**src/b64e_pkg.sv**
```systemverilog
// ----------------------------------------------------------------------------
// b64e_pkg
// Shared types, constants and the character map of the base64 stream encoder.
// ----------------------------------------------------------------------------
package b64e_pkg;

  localparam int QDepth = 4;
  localparam int QPtrW  = $clog2(QDepth);
  localparam int QCntW  = $clog2(QDepth + 1);

  localparam logic [6:0] PadChar = 7'd61;  // '='

  typedef enum logic [1:0] {
    PH_START = 2'd0,
    PH_SECOND = 2'd1,
    PH_THIRD = 2'd2
  } phase_t;

  // One accepted byte, broken into the characters it causes.
  typedef struct packed {
    logic [3:0][5:0] sextet;  // six-bit groups, slot 0 first
    logic [3:0]      pad;     // slot is a '=' character
    logic [1:0]      last;    // index of the final slot in use
    logic            fin;     // byte closes the message
  } job_t;

  // Standard alphabet: A-Z, a-z, 0-9, '+', '/'.
  function automatic logic [6:0] b64_char(input logic [5:0] v);
    logic [6:0] c;
    if (v < 6'd26) begin
      c = 7'd65 + {1'b0, v};
    end else if (v < 6'd52) begin
      c = 7'd71 + {1'b0, v};        // 'a' - 26
    end else if (v < 6'd62) begin
      c = {1'b0, v} - 7'd4;         // '0' - 52
    end else if (v == 6'd62) begin
      c = 7'd43;
    end else begin
      c = 7'd47;
    end
    return c;
  endfunction

endpackage

```
**src/b64e_front.sv**
```systemverilog
// ----------------------------------------------------------------------------
// b64e_front
// Tracks the position in the three-byte group and turns each byte into a job.
// ----------------------------------------------------------------------------
module b64e_front (
  input  logic            clk,
  input  logic            rst,
  input  logic            push,
  input  logic [7:0]      data_byte,
  input  logic            final_byte,
  input  logic            q_full,
  output logic            q_write,
  output b64e_pkg::job_t  q_job
);
  import b64e_pkg::*;

  phase_t     phase, phase_next;
  logic [3:0] leftover, leftover_next;
  job_t       job;

  assign q_write = push && !q_full;
  assign q_job   = job;

  always_comb begin
    job           = '0;
    leftover_next = leftover;
    phase_next    = phase;
    unique case (phase)
      PH_SECOND: begin
        job.sextet[0] = {leftover[1:0], data_byte[7:4]};
        job.last      = 2'd0;
        leftover_next = data_byte[3:0];
        phase_next    = PH_THIRD;
      end
      PH_THIRD: begin
        job.sextet[0] = {leftover[3:0], data_byte[7:6]};
        job.sextet[1] = data_byte[5:0];
        job.last      = 2'd1;
        leftover_next = 4'd0;
        phase_next    = PH_START;
      end
      default: begin
        job.sextet[0] = data_byte[7:2];
        job.last      = 2'd0;
        leftover_next = {2'b00, data_byte[1:0]};
        phase_next    = PH_SECOND;
      end
    endcase

    if (final_byte) begin
      job.fin = 1'b1;
      if (phase_next == PH_SECOND) begin
        job.sextet[1] = {leftover_next[1:0], 4'd0};
        job.pad       = 4'b1100;
        job.last      = 2'd3;
      end else if (phase_next == PH_THIRD) begin
        job.sextet[1] = {leftover_next[3:0], 2'd0};
        job.pad       = 4'b0100;
        job.last      = 2'd2;
      end
      leftover_next = 4'd0;
      phase_next    = PH_START;
    end
  end

  always_ff @(posedge clk) begin
    if (rst) begin
      phase    <= PH_START;
      leftover <= 4'd0;
    end else if (q_write) begin
      phase    <= phase_next;
      leftover <= leftover_next;
    end
  end

  // Leftover bits beyond the two of the second position must be clear there.
  a_left_clear: assert property (@(posedge clk) disable iff (rst)
    (phase == PH_SECOND) |-> (leftover[3:2] == 2'b00))
    else $error("leftover bits set beyond group position");

endmodule

```
**src/b64e_queue.sv**
```systemverilog
// ----------------------------------------------------------------------------
// b64e_queue
// Short job queue between front and back.
// ----------------------------------------------------------------------------
module b64e_queue (
  input  logic            clk,
  input  logic            rst,
  input  logic            write,
  input  b64e_pkg::job_t  wr_job,
  input  logic            read,
  output b64e_pkg::job_t  rd_job,
  output logic            full,
  output logic            valid
);
  import b64e_pkg::*;

  job_t             mem [QDepth];
  logic [QPtrW-1:0] wr_ptr, rd_ptr;
  logic [QCntW-1:0] count;

  assign full   = (count == QCntW'(QDepth));
  assign valid  = (count != '0);
  assign rd_job = mem[rd_ptr];

  always_ff @(posedge clk) begin
    if (write) begin
      mem[wr_ptr] <= wr_job;
    end
  end

  always_ff @(posedge clk) begin
    if (rst) begin
      wr_ptr <= '0;
      rd_ptr <= '0;
      count  <= '0;
    end else begin
      if (write) wr_ptr <= wr_ptr + 1'b1;
      if (read)  rd_ptr <= rd_ptr + 1'b1;
      if (write && !read)      count <= count + 1'b1;
      else if (read && !write) count <= count - 1'b1;
    end
  end

  a_no_overflow: assert property (@(posedge clk) disable iff (rst)
    count <= QCntW'(QDepth))
    else $error("job queue overflow");

  a_no_underrun: assert property (@(posedge clk) disable iff (rst)
    read |-> valid)
    else $error("job queue read while empty");

endmodule

```
**src/b64e_back.sv**
```systemverilog
// ----------------------------------------------------------------------------
// b64e_back
// Walks the slots of the head job into the output register, one character per
// cycle while a job waits and the register is empty or being popped.
// ----------------------------------------------------------------------------
module b64e_back (
  input  logic            clk,
  input  logic            rst,
  input  logic            q_valid,
  input  b64e_pkg::job_t  q_job,
  output logic            q_read,
  input  logic            pop,
  output logic            empty,
  output logic [6:0]      code_char,
  output logic            run_end,
  output logic            message_end
);
  import b64e_pkg::*;

  logic [1:0] slot;
  logic       out_valid;
  logic       load;
  logic       at_last;
  logic [6:0] char_next;

  assign empty   = !out_valid;
  assign load    = q_valid && (!out_valid || pop);
  assign at_last = (slot == q_job.last);
  assign q_read  = load && at_last;
  assign char_next = q_job.pad[slot] ? PadChar : b64_char(q_job.sextet[slot]);

  always_ff @(posedge clk) begin
    if (rst) begin
      slot      <= 2'd0;
      out_valid <= 1'b0;
    end else begin
      if (load) begin
        out_valid <= 1'b1;
        slot      <= at_last ? 2'd0 : slot + 2'd1;
      end else if (pop) begin
        out_valid <= 1'b0;
      end
    end
  end

  always_ff @(posedge clk) begin
    if (load) begin
      code_char   <= char_next;
      run_end     <= at_last;
      message_end <= at_last && q_job.fin;
    end
  end

  a_end_order: assert property (@(posedge clk) disable iff (rst)
    (out_valid && message_end) |-> run_end)
    else $error("message end without run end");

  a_slot_range: assert property (@(posedge clk) disable iff (rst)
    q_valid |-> (slot <= q_job.last))
    else $error("slot index past last slot of job");

endmodule

```
**src/base64_stream_encoder.sv**
```systemverilog
// ----------------------------------------------------------------------------
// base64_stream_encoder
// Streaming base64 encoder, standard alphabet with '=' padding.
// ----------------------------------------------------------------------------
// Usage:
//   Input queue side: present data_byte with final_byte and raise push; a
//   transfer happens on a rising edge with push high and full low. Mark the
//   last byte of each message with final_byte; the next byte starts a new one.
//   Output queue side: while empty is low, code_char holds the oldest ASCII
//   character; run_end flags the last character of its byte and message_end
//   the last character of the message. A transfer happens on pop && !empty.
// Path: a byte's job is written into the job queue; its first character is
//   then loaded into the output register once that register is free.
// Throughput: one character per cycle while pop stays high and jobs wait, set
//   by the single output register fed by the character walker in the back end.
//   Three bytes give four characters; a final byte gives up to four (flush character plus '=' pads).
// Reset (rst, synchronous, active high) empties the job queue and output
//   register and returns the encoder to the start of a three-byte group.
// Stall: when pop stays low the output register holds; the front keeps
//   taking bytes until the four-entry job queue fills, then raises full.
// ----------------------------------------------------------------------------
module base64_stream_encoder (
  input  logic       clk,
  input  logic       rst,
  input  logic       push,
  output logic       full,
  input  logic [7:0] data_byte,
  input  logic       final_byte,
  output logic       empty,
  input  logic       pop,
  output logic [6:0] code_char,
  output logic       run_end,
  output logic       message_end
);
  import b64e_pkg::*;

  // front to queue
  logic q_write;
  job_t wr_job;
  // queue to back
  logic q_read;
  logic q_valid;
  job_t rd_job;

  b64e_front u_front (
    .clk        (clk),
    .rst        (rst),
    .push       (push),
    .data_byte  (data_byte),
    .final_byte (final_byte),
    .q_full     (full),
    .q_write    (q_write),
    .q_job      (wr_job)
  );

  // Job queue decouples byte intake from character output.
  b64e_queue u_queue (
    .clk    (clk),
    .rst    (rst),
    .write  (q_write),
    .wr_job (wr_job),
    .read   (q_read),
    .rd_job (rd_job),
    .full   (full),
    .valid  (q_valid)
  );

  b64e_back u_back (
    .clk         (clk),
    .rst         (rst),
    .q_valid     (q_valid),
    .q_job       (rd_job),
    .q_read      (q_read),
    .pop         (pop),
    .empty       (empty),
    .code_char   (code_char),
    .run_end     (run_end),
    .message_end (message_end)
  );

endmodule

```
**config.mk**
```make
export PLATFORM = sky130hd
export DESIGN_NAME = base64_stream_encoder
export DESIGN_NICKNAME = d
export VERILOG_FILES = /design/src/b64e_pkg.sv /design/src/b64e_front.sv /design/src/b64e_queue.sv /design/src/b64e_back.sv /design/src/base64_stream_encoder.sv
export SDC_FILE = /design/constraint.sdc
export NUM_CORES = 1
export LEC_CHECK = 0
export ABC_AREA = 1
export BUFFER_PORTS_ARGS = -buffer_cell sky130_fd_sc_hd__buf_2
export CAP_MARGIN = 20
export CORE_ASPECT_RATIO = 0.8
export CORE_MARGIN = 1
export CORE_UTILIZATION = 35
export CTS_CLUSTER_DIAMETER = 50
export DETAILED_ROUTE_END_ITERATION = 12
export SETUP_SLACK_MARGIN = 0.4
export SYNTH_ARGS = -nofsm -noshare
export SYNTH_HDL_FRONTEND = slang
export SYNTH_HIERARCHICAL = 1
export SYNTH_SLANG_ARGS = --single-unit
```
**constraint.sdc**
```tcl
create_clock -name clk -period 6.45 [get_ports clk]
set_input_delay 0.645 -clock clk [delete_from_list [all_inputs] [get_ports clk]]
set_output_delay 0.645 -clock clk [all_outputs]
set_load 0.01 [all_outputs]
```
=== Yosys cells after proc, flatten, opt, wreduce, memory -nomap -nowiden ===
Memories as Yosys holds them, arrays and structs flattened. A register that Yosys moved wholly into a read port is not among the register bits.
Index checks and enable logic that the tools add are counted.

* Memories kept: 1
* Output and inout bits: 11
* RAM bits: 76
* Word-level logic and storage cells: 74
* Input bits: 13
* Register bits after elaboration: 25

* $lt $le $gt $ge: 4
* Equality and inequality tests: 7
* Muxes and demuxes: 30
* Add/sub/neg operators: 8
* Reduce and logical (&&, ||, !) cells: 14

{| class="wikitable"
|+ Memories
! name !! depth !! width !! read ports !! clocked after memory_dff !! wr ports !! line !! source
|-
| u_queue.mem || 4 || 19 || 1 || 1 || 1 || b64e_queue.sv:17 || <nowiki>job_t mem [QDepth];</nowiki>
|}

{| class="wikitable"
|+ Operators by type and width
! operator !! count
|-
| $mux W6 || 6
|-
| $mux W7 || 4
|-
| $add A7 B6 Y7 const A || 2
|-
| $bmux W6 S2 || 1
|-
| $lt A6 B6 Y1 const B || 2
|-
| $pmux W6 S2 || 1
|-
| $mux W3 || 3
|-
| $mux W2 || 4
|-
| $pmux W4 S2 || 1
|-
| $sub A6 B3 Y7 const B || 1
|-
| $add A2 B1 Y2 const B || 3
|-
| $eq A6 B6 Y1 const B || 1
|-
| $logic_and A1 B1 Y1 || 6
|-
| $lt A6 B5 Y1 const B || 1
|-
| $mux W1 || 6
|-
| $mux W5 || 1
|-
| $eq A2 B1 Y1 const B || 2
|-
| $eq A2 B2 Y1 const B || 2
|-
| $logic_not A1 Y1 || 4
|-
| $mux W4 || 1
|-
| $pmux W2 S2 || 1
|-
| $reduce_bool A2 Y1 || 2
|-
| $add A3 B1 Y3 const B || 1
|-
| $eq A3 B3 Y1 const B || 1
|-
| other kinds (6) || 6
|}

=== Depth between registers and ports, before layout ===
Gate-level depths: netlist of the first run.

* Word-level depth: 7
* Depth in mapped cells: 18
* Gate-level depth less buffers: 16

=== Modules after synthesis ===
Netlist of the first run, hierarchy kept.

{| class="wikitable"
|+ By module, submodules not included
! module !! instances !! area an instance (sq um) !! cells each !! sequential area each (sq um)
|-
| b64e_queue || 1 || 5088.6 || 359 || 3903.7
|-
| b64e_back || 1 || 1377.6 || 189 || 330.3
|-
| b64e_front || 1 || 729.4 || 113 || 120.1
|}

=== Least setup slack after synthesis of the first run ===
No wires, ideal clock.

* Kind: register to register
* Start: reg (tool-made name)
* End: reg u_queue.count[1]
* Path buffers: 2
* Stages on the path, launching flop included: 15
* Arrival time: 2.226 ns
* Library setup time: 0.116 ns
* Period minus slack after synthesis: 2.342 ns
* Required time: 6.334 ns
* Slack: 4.108 ns
* Cells stage by stage: dfxtp_1 -> buf_6 -> inv_8 -> buf_6 -> o21ai_1 -> o22ai_1 -> or2_1 -> a21o_1 -> nor2_1 -> inv_1 -> ha_1 -> inv_1 -> fa_1 -> o21ai_0 -> nor2_1

{| class="wikitable"
|+ RTL lines
! what !! line !! source
|-
| end signal, assigned || b64e_queue.sv:39 || <nowiki>if (write && !read) count <= count + 1'b1;</nowiki>
|-
| end signal, assigned || b64e_queue.sv:40 || <nowiki>else if (read && !write) count <= count - 1'b1;</nowiki>
|-
| end, declared || b64e_queue.sv:19 || <nowiki>logic [QCntW-1:0] count;</nowiki>
|}

==> results by stage, run 1 <==
Layout:
- The most common library cell in the layout ignoring fill and taps is edfxtp_1.
- The antenna cell count is 0.
- Leaving out filler cells and counting taps, the final layout contains 953.
- In the final layout, the share of cells above drive strength 1 is 0.161.
- The final layout contains ~700 nets.
- Leaving out fill and tap cells, the most frequent cells in the layout are 133 x edfxtp_1, 99 x nand2_1, 94 x nor2_1, 42 x inv_1, 39 x o21ai_1.
- From synthesis to final layout, the design area changed by 9.95%.

Global routing:
- The largest net degree at the start of global routing is 63.
- Across every metal layer, demand over resource in global routing totals 0.142.
- The first global-routing pass estimated ~23 mm of wire.
- The number of global-route vias before repair is 4268.
- Summed over all layers, the global routing overflow is 0.
- The number of antenna violations at the first check in global routing came to 0.

Floorplan:
- The initial utilization of the core area, before any placement, comes to 0.360.
- The number of ports placed on the die boundary is 24.
- The core outline area is 20000 um2.
- The height of the die is 130 um.
- The floorplan has 46 rows.
- The area of the die is approximately 21000 um2.
- In this run the horizontal extent of the chip is about 160 um.

Clock network:
- The CTS tree is built.
- Clock-pin slew was measured on the worst setup and hold paths at 0.06 ns.
- The deepest clock path buffer count is 2.
- Once the clock tree was built, the setup fixing pass inserted 0 buffers.
- The clock drives 151 sinks.
- The post-cts sizing count is 0.
- Buffers inserted during clock tree synthesis total 17.
- The number of levels the H-tree was split into is 4.
- The later pin in the worst-skew pair is clocked with a latency of between 0.4 and 0.5 ns.
- After clock tree synthesis, the flow added hold-fix buffers numbering 0.
- The library cell used as clock root buffer is clkbuf_16.

Detailed routing:
- After detailed routing, the number of remaining DRC violations is 0.
- The detailed router's first-iteration violation count is 331.
- The overall via count from detail_route is 4564.
- The routed wire length is 14.0 mm.
- The post-detailed-route via-to-cell ratio is ~4.8.
- The total met3 wirelength after detailed routing is around 900 um.
- The topmost layer with routed signal wires is met4.
- In the detailed route, the total length drawn on met2 is 5.88 mm.
- In this run the remaining antenna-violating nets after routing total 0.
- After detailed routing, the average wire length per cell comes to approximately 15 um.
- The sum of routed wire segments on met1 is 7.12 mm.
- The detailed-router iteration count before antenna repair is 5.

Placed design:
- Once placement completed, the tool counted placed cells totaling 921.
- The half-perimeter wire length after placement is 8.48 mm.
- Buffers placed on the I/O ports in this run total 23.
- Routability-driven placement finished with a final weighted congestion of 0.829.

Timing:
- The clock skew is around 0.011 ns.
- For the final routed database, the setup TNS stands at 0 ns.
- Setup repair after global routing left no endpoint under its margin.
- The final hold violation count is 0.
- The worst hold margin is between 0.4 and 0.5 ns.
- The worst path needs just over 3 ns of the cycle, external delays included.
- The worst relative slew slack is 0.334.
- The final count of negative-setup-slack endpoints is 0.
- Static timing analysis puts the maximum clock frequency at around 330 MHz.
- The number of pins with negative max-slew slack in the final report is 0.
- The share of the cycle needed by the critical path after routing is 0.471.
- The slew at the pin closest to its max-slew limit is approximately 1.0 ns.

Worst setup path:
- The end of the worst register-to-register path is u_queue/count[1]$_SDFFE_PP0P_.
- The data arrival time of the critical path is 3.35 ns.
- The worst setup path is launched from a flop.
- The slack of the worst reg-to-reg path is roughly 3.4 ns.
- The peak fanout along the critical path is 62.
- The cell depth of the worst flop-to-flop path is 12.
- Data on the critical path is required at its endpoint by 6.76 ns.
- The critical path is of the reg2reg type.
- STA classifies the critical path endpoint as a flop.

Power and ir drop:
- The worst IR drop on VDD is between 0.2 and 0.25 mV.
- The power density of the placed cells is roughly 470 nW/um2.
- For this design the static power due to leakage is between 2 and 3 nW.

Run:
- The number of max-cap violations is 0.

Min path:
- The worst hold-check path type is reg2reg.
- The depth of the worst hold-timing path is 1.
- The startpoint of the worst hold path is u_queue/rd_ptr[1]$_SDFFE_PP0P_.

Synth:
- The total of warnings raised by yosys is 6.
- After technology mapping, the gate count stands at 661.
- The part of the Yosys area used for sequential elements is 0.605.
- Counting distinct cell types in the post-synthesis netlist gives 41.
- The total of flip-flops plus latches after synthesis is 151.
- In this run the mean area of a mapped cell was about 11 um2.
- The post-synthesis cell area is 7200 um2.

Status:
- The flow ran to the end, and the final reports show no timing, DRC or antenna violations.
==> layout make-up <==
cell class,instances,area (um2)
fillers,1879,12100
flip-flops and latches,151,4360
multi-input cells,427,2300
clock buffers,21,440
well taps,264,330
inverters,52,210
repair buffers,27,145
clock inverters,11,125
==> how the worst max path moves through the flow <==
stage | from | endpoint | slack (ns) | cells past startpoint
after floorplan | flop | u_queue/count[1]$_SDFFE_PP0P_ | 4.11 | 14
after global placement | flop | u_back/code_char[4]$_SDFFCE_PP1P_ | 3.49 | 15
after detailed placement | flop | u_queue/count[1]$_SDFFE_PP0P_ | 3.40 | 12
after CTS | flop | u_queue/count[1]$_SDFFE_PP0P_ | 3.40 | 12
after global routing | flop | u_back/code_char[3]$_SDFFCE_PP1P_ | 3.13 | 15
final | flop | u_queue/count[1]$_SDFFE_PP0P_ | 3.41 | 12
==> worst max-delay path: stages (launching register included) <==
cell     delay (ns)
dfxtp_2        0.78
inv_8          0.29
o21ai_1        0.21
o22ai_1        0.10
or2_1          0.21
a21o_1         0.18
nor2_1         0.17
inv_1          0.07
ha_1           0.19
inv_1          0.09
fa_1           0.41
o21ai_0        0.16
nor2_1         0.05
==> metal layers <==
layer	global-route usage	vias up
li1	-	2292
met1	0.204	2134
met2	0.205	122
met3	0.0381	16
met4	0.0499	0
met5	0	-
==> sequential cells by signal, indices dropped and copies added, names as in the netlist, named ones only <==
name,count
u_back/code_char,7
u_back/message_end,1
u_back/out_valid,1
u_back/run_end,1
u_back/slot,2
u_front/leftover,4
u_front/phase,2
u_queue/count,3
u_queue/mem,124
u_queue/rd_ptr,2
u_queue/wr_ptr,2
==> stage by stage <==
stage          instance area, um2  setup slack (ns)   util  total power, mW
5_1_grt                      7910              3.13  0.396             3.95
4_1_cts                      7910              3.40  0.396             3.70
2_1_floorplan                7240              4.11      -             2.52
3_5_place_dp                 7350              3.40  0.368             2.75
3_3_place_gp                 7350              3.49  0.368             2.74
6_report                     7910              3.41  0.396             3.68
==> power breakdown <==
part	switching (mW)	total (mW)	internal, mW
registers	0.0991	1.35	1.25
logic	0.926	1.38	0.455
clock network	0.378	0.948	0.570
==> synth_stat cells <==
cell type / n / area (um2)
a21o_1: 1 / 7.51
nor2_4: 3 / 33.8
o21ai_0: 34 / 170
nand2_1: 99 / 372
buf_2: 8 / 40.0
nand3_2: 11 / 110
conb_1: 1 / 3.75
nor3b_2: 1 / 12.5
o21ai_1: 39 / 195
inv_8: 2 / 22.5
nand2_2: 11 / 68.8
nand3_1: 21 / 105
buf_12: 1 / 20.0
edfxtp_1: 133 / 3990
inv_2: 5 / 18.8
a22oi_1: 1 / 7.51
a32oi_2: 1 / 16.3
clkinv_1: 1 / 3.75
a21oi_1: 13 / 65.1
o21a_1: 1 / 7.51
dfxtp_1: 18 / 360
nor3_1: 1 / 5.00
nand4_1: 2 / 12.5
o22ai_1: 31 / 194
buf_4: 21 / 158
o211ai_1: 5 / 37.5
nor2_1: 94 / 353
inv_1: 44 / 165
nor2_2: 3 / 18.8
ha_1: 14 / 175
nand3_4: 2 / 35.0
or2_1: 2 / 12.5
a21oi_2: 1 / 8.76
xor2_1: 5 / 43.8
fa_1: 1 / 20.0
xnor2_1: 1 / 8.76
buf_6: 14 / 158
or2_2: 1 / 6.26
nand2_4: 11 / 124
nor3_2: 2 / 20.0
a31oi_1: 1 / 6.26
==> cell families (layout without fill, tap and decap cells) <==
logic type,Yosys count,in the layout,synth area share
adders and majority gates,15,15,0.0271
AOI/OAI and AO/OA,128,128,0.0995
xor gates and xnor gates,6,6,0.00730
buffers and inverters,96,111,0.0814
DFF,151,151,0.605
other,1,14,0.000521
and+or+nand+nor,264,264,0.179
(Power assumes the default switching activity.)
==> run 2, diff against run 1 <==
- clock period: 6.45 -> 3.05 ns (I/O delays scaled with it)
==> run 2 against run 1 <==
Against the previous run:
- first-iteration DRC count up 10%
- sequential power is 100% higher
- die area unchanged
- clock-buffer cell count rose by 1
- fmax rose by 21%
- highest routed layer unchanged
- cell area rose by 1.6%
- clock power rose by 120%
- global-route usage about the same
- critical path depth is 3 higher
==> results by stage, run 2 (synthesized netlist as in run 1, its figures left out) <==
Status:
- The run finished with clean final reports.

Global routing:
- The number of antenna violations at the first check in global routing was 0.
- The first-pass GRT wire length is approximately 23 mm.
- For this run, global-route usage on met3 was measured as 0.0327.
- For this run, global-route usage on met1 was measured as 0.210.
- In the global route stage, met2 resource usage came out at 0.204.
- The number of global-route vias before repair came to around 4200.
- Across every metal layer, demand over resource in global routing totals 0.142.
- Entering global routing, the biggest net connects 47 pins.
- The total overflow left after global routing is 0.
- The most heavily used metal layer in global routing is met1.

Timing:
- The worst relative slew slack is 0.617.
- Setup violations remaining at the end of the flow were counted as 0.
- Static timing analysis puts the maximum clock frequency at approximately 400 MHz.
- The final hold violation count was 0.
- The total negative slack for setup checks is 0 ns.
- The clock skew is 0.0102 ns.
- The share of the cycle needed by the critical path after routing is 0.821.
- The smallest clock period supported by the final layout is computed as 2.50 ns.
- The slew at the pin closest to its max-slew limit is about 0.57 ns.
- Setup repair after global routing left no endpoint under its margin.
- The number of pins with negative max-slew slack in the final report is 0.

Worst setup path:
- The largest individual stage delay along the critical path comes from the cell dfxtp_4.
- The critical path is of the reg2reg type.
- The peak fanout along the critical path is 30.
- The kind of cell adding the most delay to the critical path is simple AND/OR/NAND/NOR gates.
- The critical path buffer and inverter count is 3.
- The sort of element at the end of the critical path is a flop.
- The cell depth of the worst flop-to-flop path is 15.
- In this run the critical register-to-register path is captured at u_back/code_char[4]$_SDFFCE_PP1P_.
- The critical path ends at u_back/code_char[4]$_SDFFCE_PP1P_.
- By instance count, the cell type seen most on the critical path is nand2_1.
- The number of stages on the worst setup path is 15.
- The largest single stage delay on the critical path is about 0.38 ns.
- The worst register-to-register path has a setup slack of 0.55 ns.
- For the worst setup path, the data required time is roughly 3.2 ns.
- STA classifies the critical path startpoint as a flop.
- At the worst endpoint, the arrival time is approximately 2.7 ns.
- Walking the worst path, the cells encountered are inv_8 -> buf_4 -> nor2_1 -> o22ai_1 -> nand2_4 -> nand3_2 -> nand2_4 -> ha_1 -> inv_1 -> a21oi_1 -> xor2_1 -> nand2_1 -> nand2_1 -> nand2_1 -> nand3_1.

Detailed routing:
- The post-route DRC violation count is 0.
- The routed design has 14.2 mm of wire.
- The post-detailed-route via-to-cell ratio is ~4.7.
- The detailed router placed around 4600 vias in this run.
- The detailed-router iteration count before antenna repair is 5.
- The wire length per cell after detailed routing is 14.7 um.
- The first routing iteration left 365 violations.
- The post-detailed-route count of antenna-violating nets is 0.

Layout:
- The antenna cell count is 0.
- Leaving out fill and tap cells, the most frequent cell in the layout is edfxtp_1.
- The post-route cell area is 8040 um2.
- The number of flip-flops in the largest register is 124.
- Counting flops per register, the top entry is u_queue/mem.
- The largest registers in the layout are u_queue/mem (124), u_back/code_char (7), u_front/leftover (4).
- The layout overhead on the synthesized area is 11.7%.
- The number of inserted filler cells in the final layout is approximately 1900.
- In the final design database the tool counted 714 nets.
- In the layout the commonest cells are 133 x edfxtp_1, 99 x nand2_1, 93 x nor2_1, 44 x inv_1, 39 x o21ai_1.
- In the final layout, the share of cells above drive strength 1 is 0.177.

Placed design:
- After legalization and detailed placement, the total HPWL measured 8.87 mm.
- Port buffering added 23 buffers.
- In this run the cell area measured after placement is 7450 um2.
- The congestion estimate from routability-driven global placement came to roughly 0.83.

Floorplan:
- The height of the die is 130 um.
- For this configuration, the core starts out at a cell density of 0.360.
- The floorplan step defined a die boundary enclosing 21100 um2.
- The core outline area is 20000 um2.
- The number of core rows is between 40 and 50.
- 24 I/O pins were placed.
- The width of the die is 162 um.

Clock network:
- The longest clock path from root to sink contains 2 buffers.
- CTS built an H-tree with a depth of 4.
- The library cell used as clock root buffer is clkbuf_16.
- The number of setup buffers added after CTS is 0.
- The later pin in the worst-skew pair is clocked with a latency of 0.42 ns.
- The CTS buffer count is 17.
- TritonCTS built the clock tree.
- Buffers inserted to repair hold after CTS numbered 0.
- The clock drives 151 sinks.
- The clock transition time at the flip-flop clock pins of the worst setup and hold paths is approximately 0.06 ns.

Power and ir drop:
- The power density of the placed cells is 984 nW/um2.
- The worst IR drop on VDD is 0.485 mV.
- The leakage power of the design is 3.06 nW.

Min path:
- The startpoint identified for the worst hold timing path is pop.
- The worst hold-check path type is in2reg.

Run:
- Across the run, the number of max-cap violations was 0.
-- run 2: routing by layer --
metal  wire length, um  share of wire
met5                 0              0
met4               144          0.010
met3               620          0.044
met2              5880           0.41
met1              7530           0.53
-- run 2: tightest hold or removal path: cells and delay by family --
family,cells,cell delay [ns]
buf+inv,1,0.07
compound gates,1,0.05
simple gates,1,0.10
-- run 2: stage by stage --
step | util | cells | power [mW] | hold slack, ns | setup WS (ns)
floorplan | - | 674 | 5.32 | 0.374 | 0.708
global placement | 0.373 | 931 | 5.87 | 0.439 | 0.604
detailed placement | 0.373 | 931 | 5.89 | 0.430 | 0.534
CTS | 0.402 | 963 | 7.94 | 0.145 | 0.520
global route | 0.402 | 963 | 8.44 | 0.174 | 0.404
finish | 0.402 | 963 | 7.91 | 0.158 | 0.547
-- run 2: layout make-up --
type,instances,area (um2),share of cell area
repair buffers,37,249,0.0310
clock buffers,22,495,0.0616
well taps,264,330,0.0411
flip-flops and latches,151,4360,0.542
inverters,52,210,0.0262
multi-input cells,427,2310,0.287
clock inverters,10,87.6,0.0109
-- run 2: worst min path at each step --
stage	slack, ns	cells after the start	to
detailed placement	0.43	1	flop
global placement	0.44	1	u_queue/rd_ptr[1]$_SDFFE_PP0P_
finish	0.16	3	u_back/out_valid$_SDFFE_PP0P_
floorplan	0.37	1	u_back/out_valid$_SDFFE_PP0P_
CTS	0.14	3	u_back/out_valid$_SDFFE_PP0P_
global route	0.17	3	u_back/out_valid$_SDFFE_PP0P_
-- run 2: report_power, final --
| group | switching, mW | internal (mW) | total (mW) |
|---|---|---|---|
| registers | 0.101 | 2.65 | 2.75 |
| clock network | 0.812 | 1.24 | 2.05 |
| logic | 2.08 | 1.03 | 3.11 |
| total | 2.99 | 4.92 | 7.91 |
-- run 2: what timing repair did --
item | in CTS | in global routing
resized for setup | 0 | 3
endpoints found under the hold margin | 0 | 0
setup endpoints to repair | 0 | 2
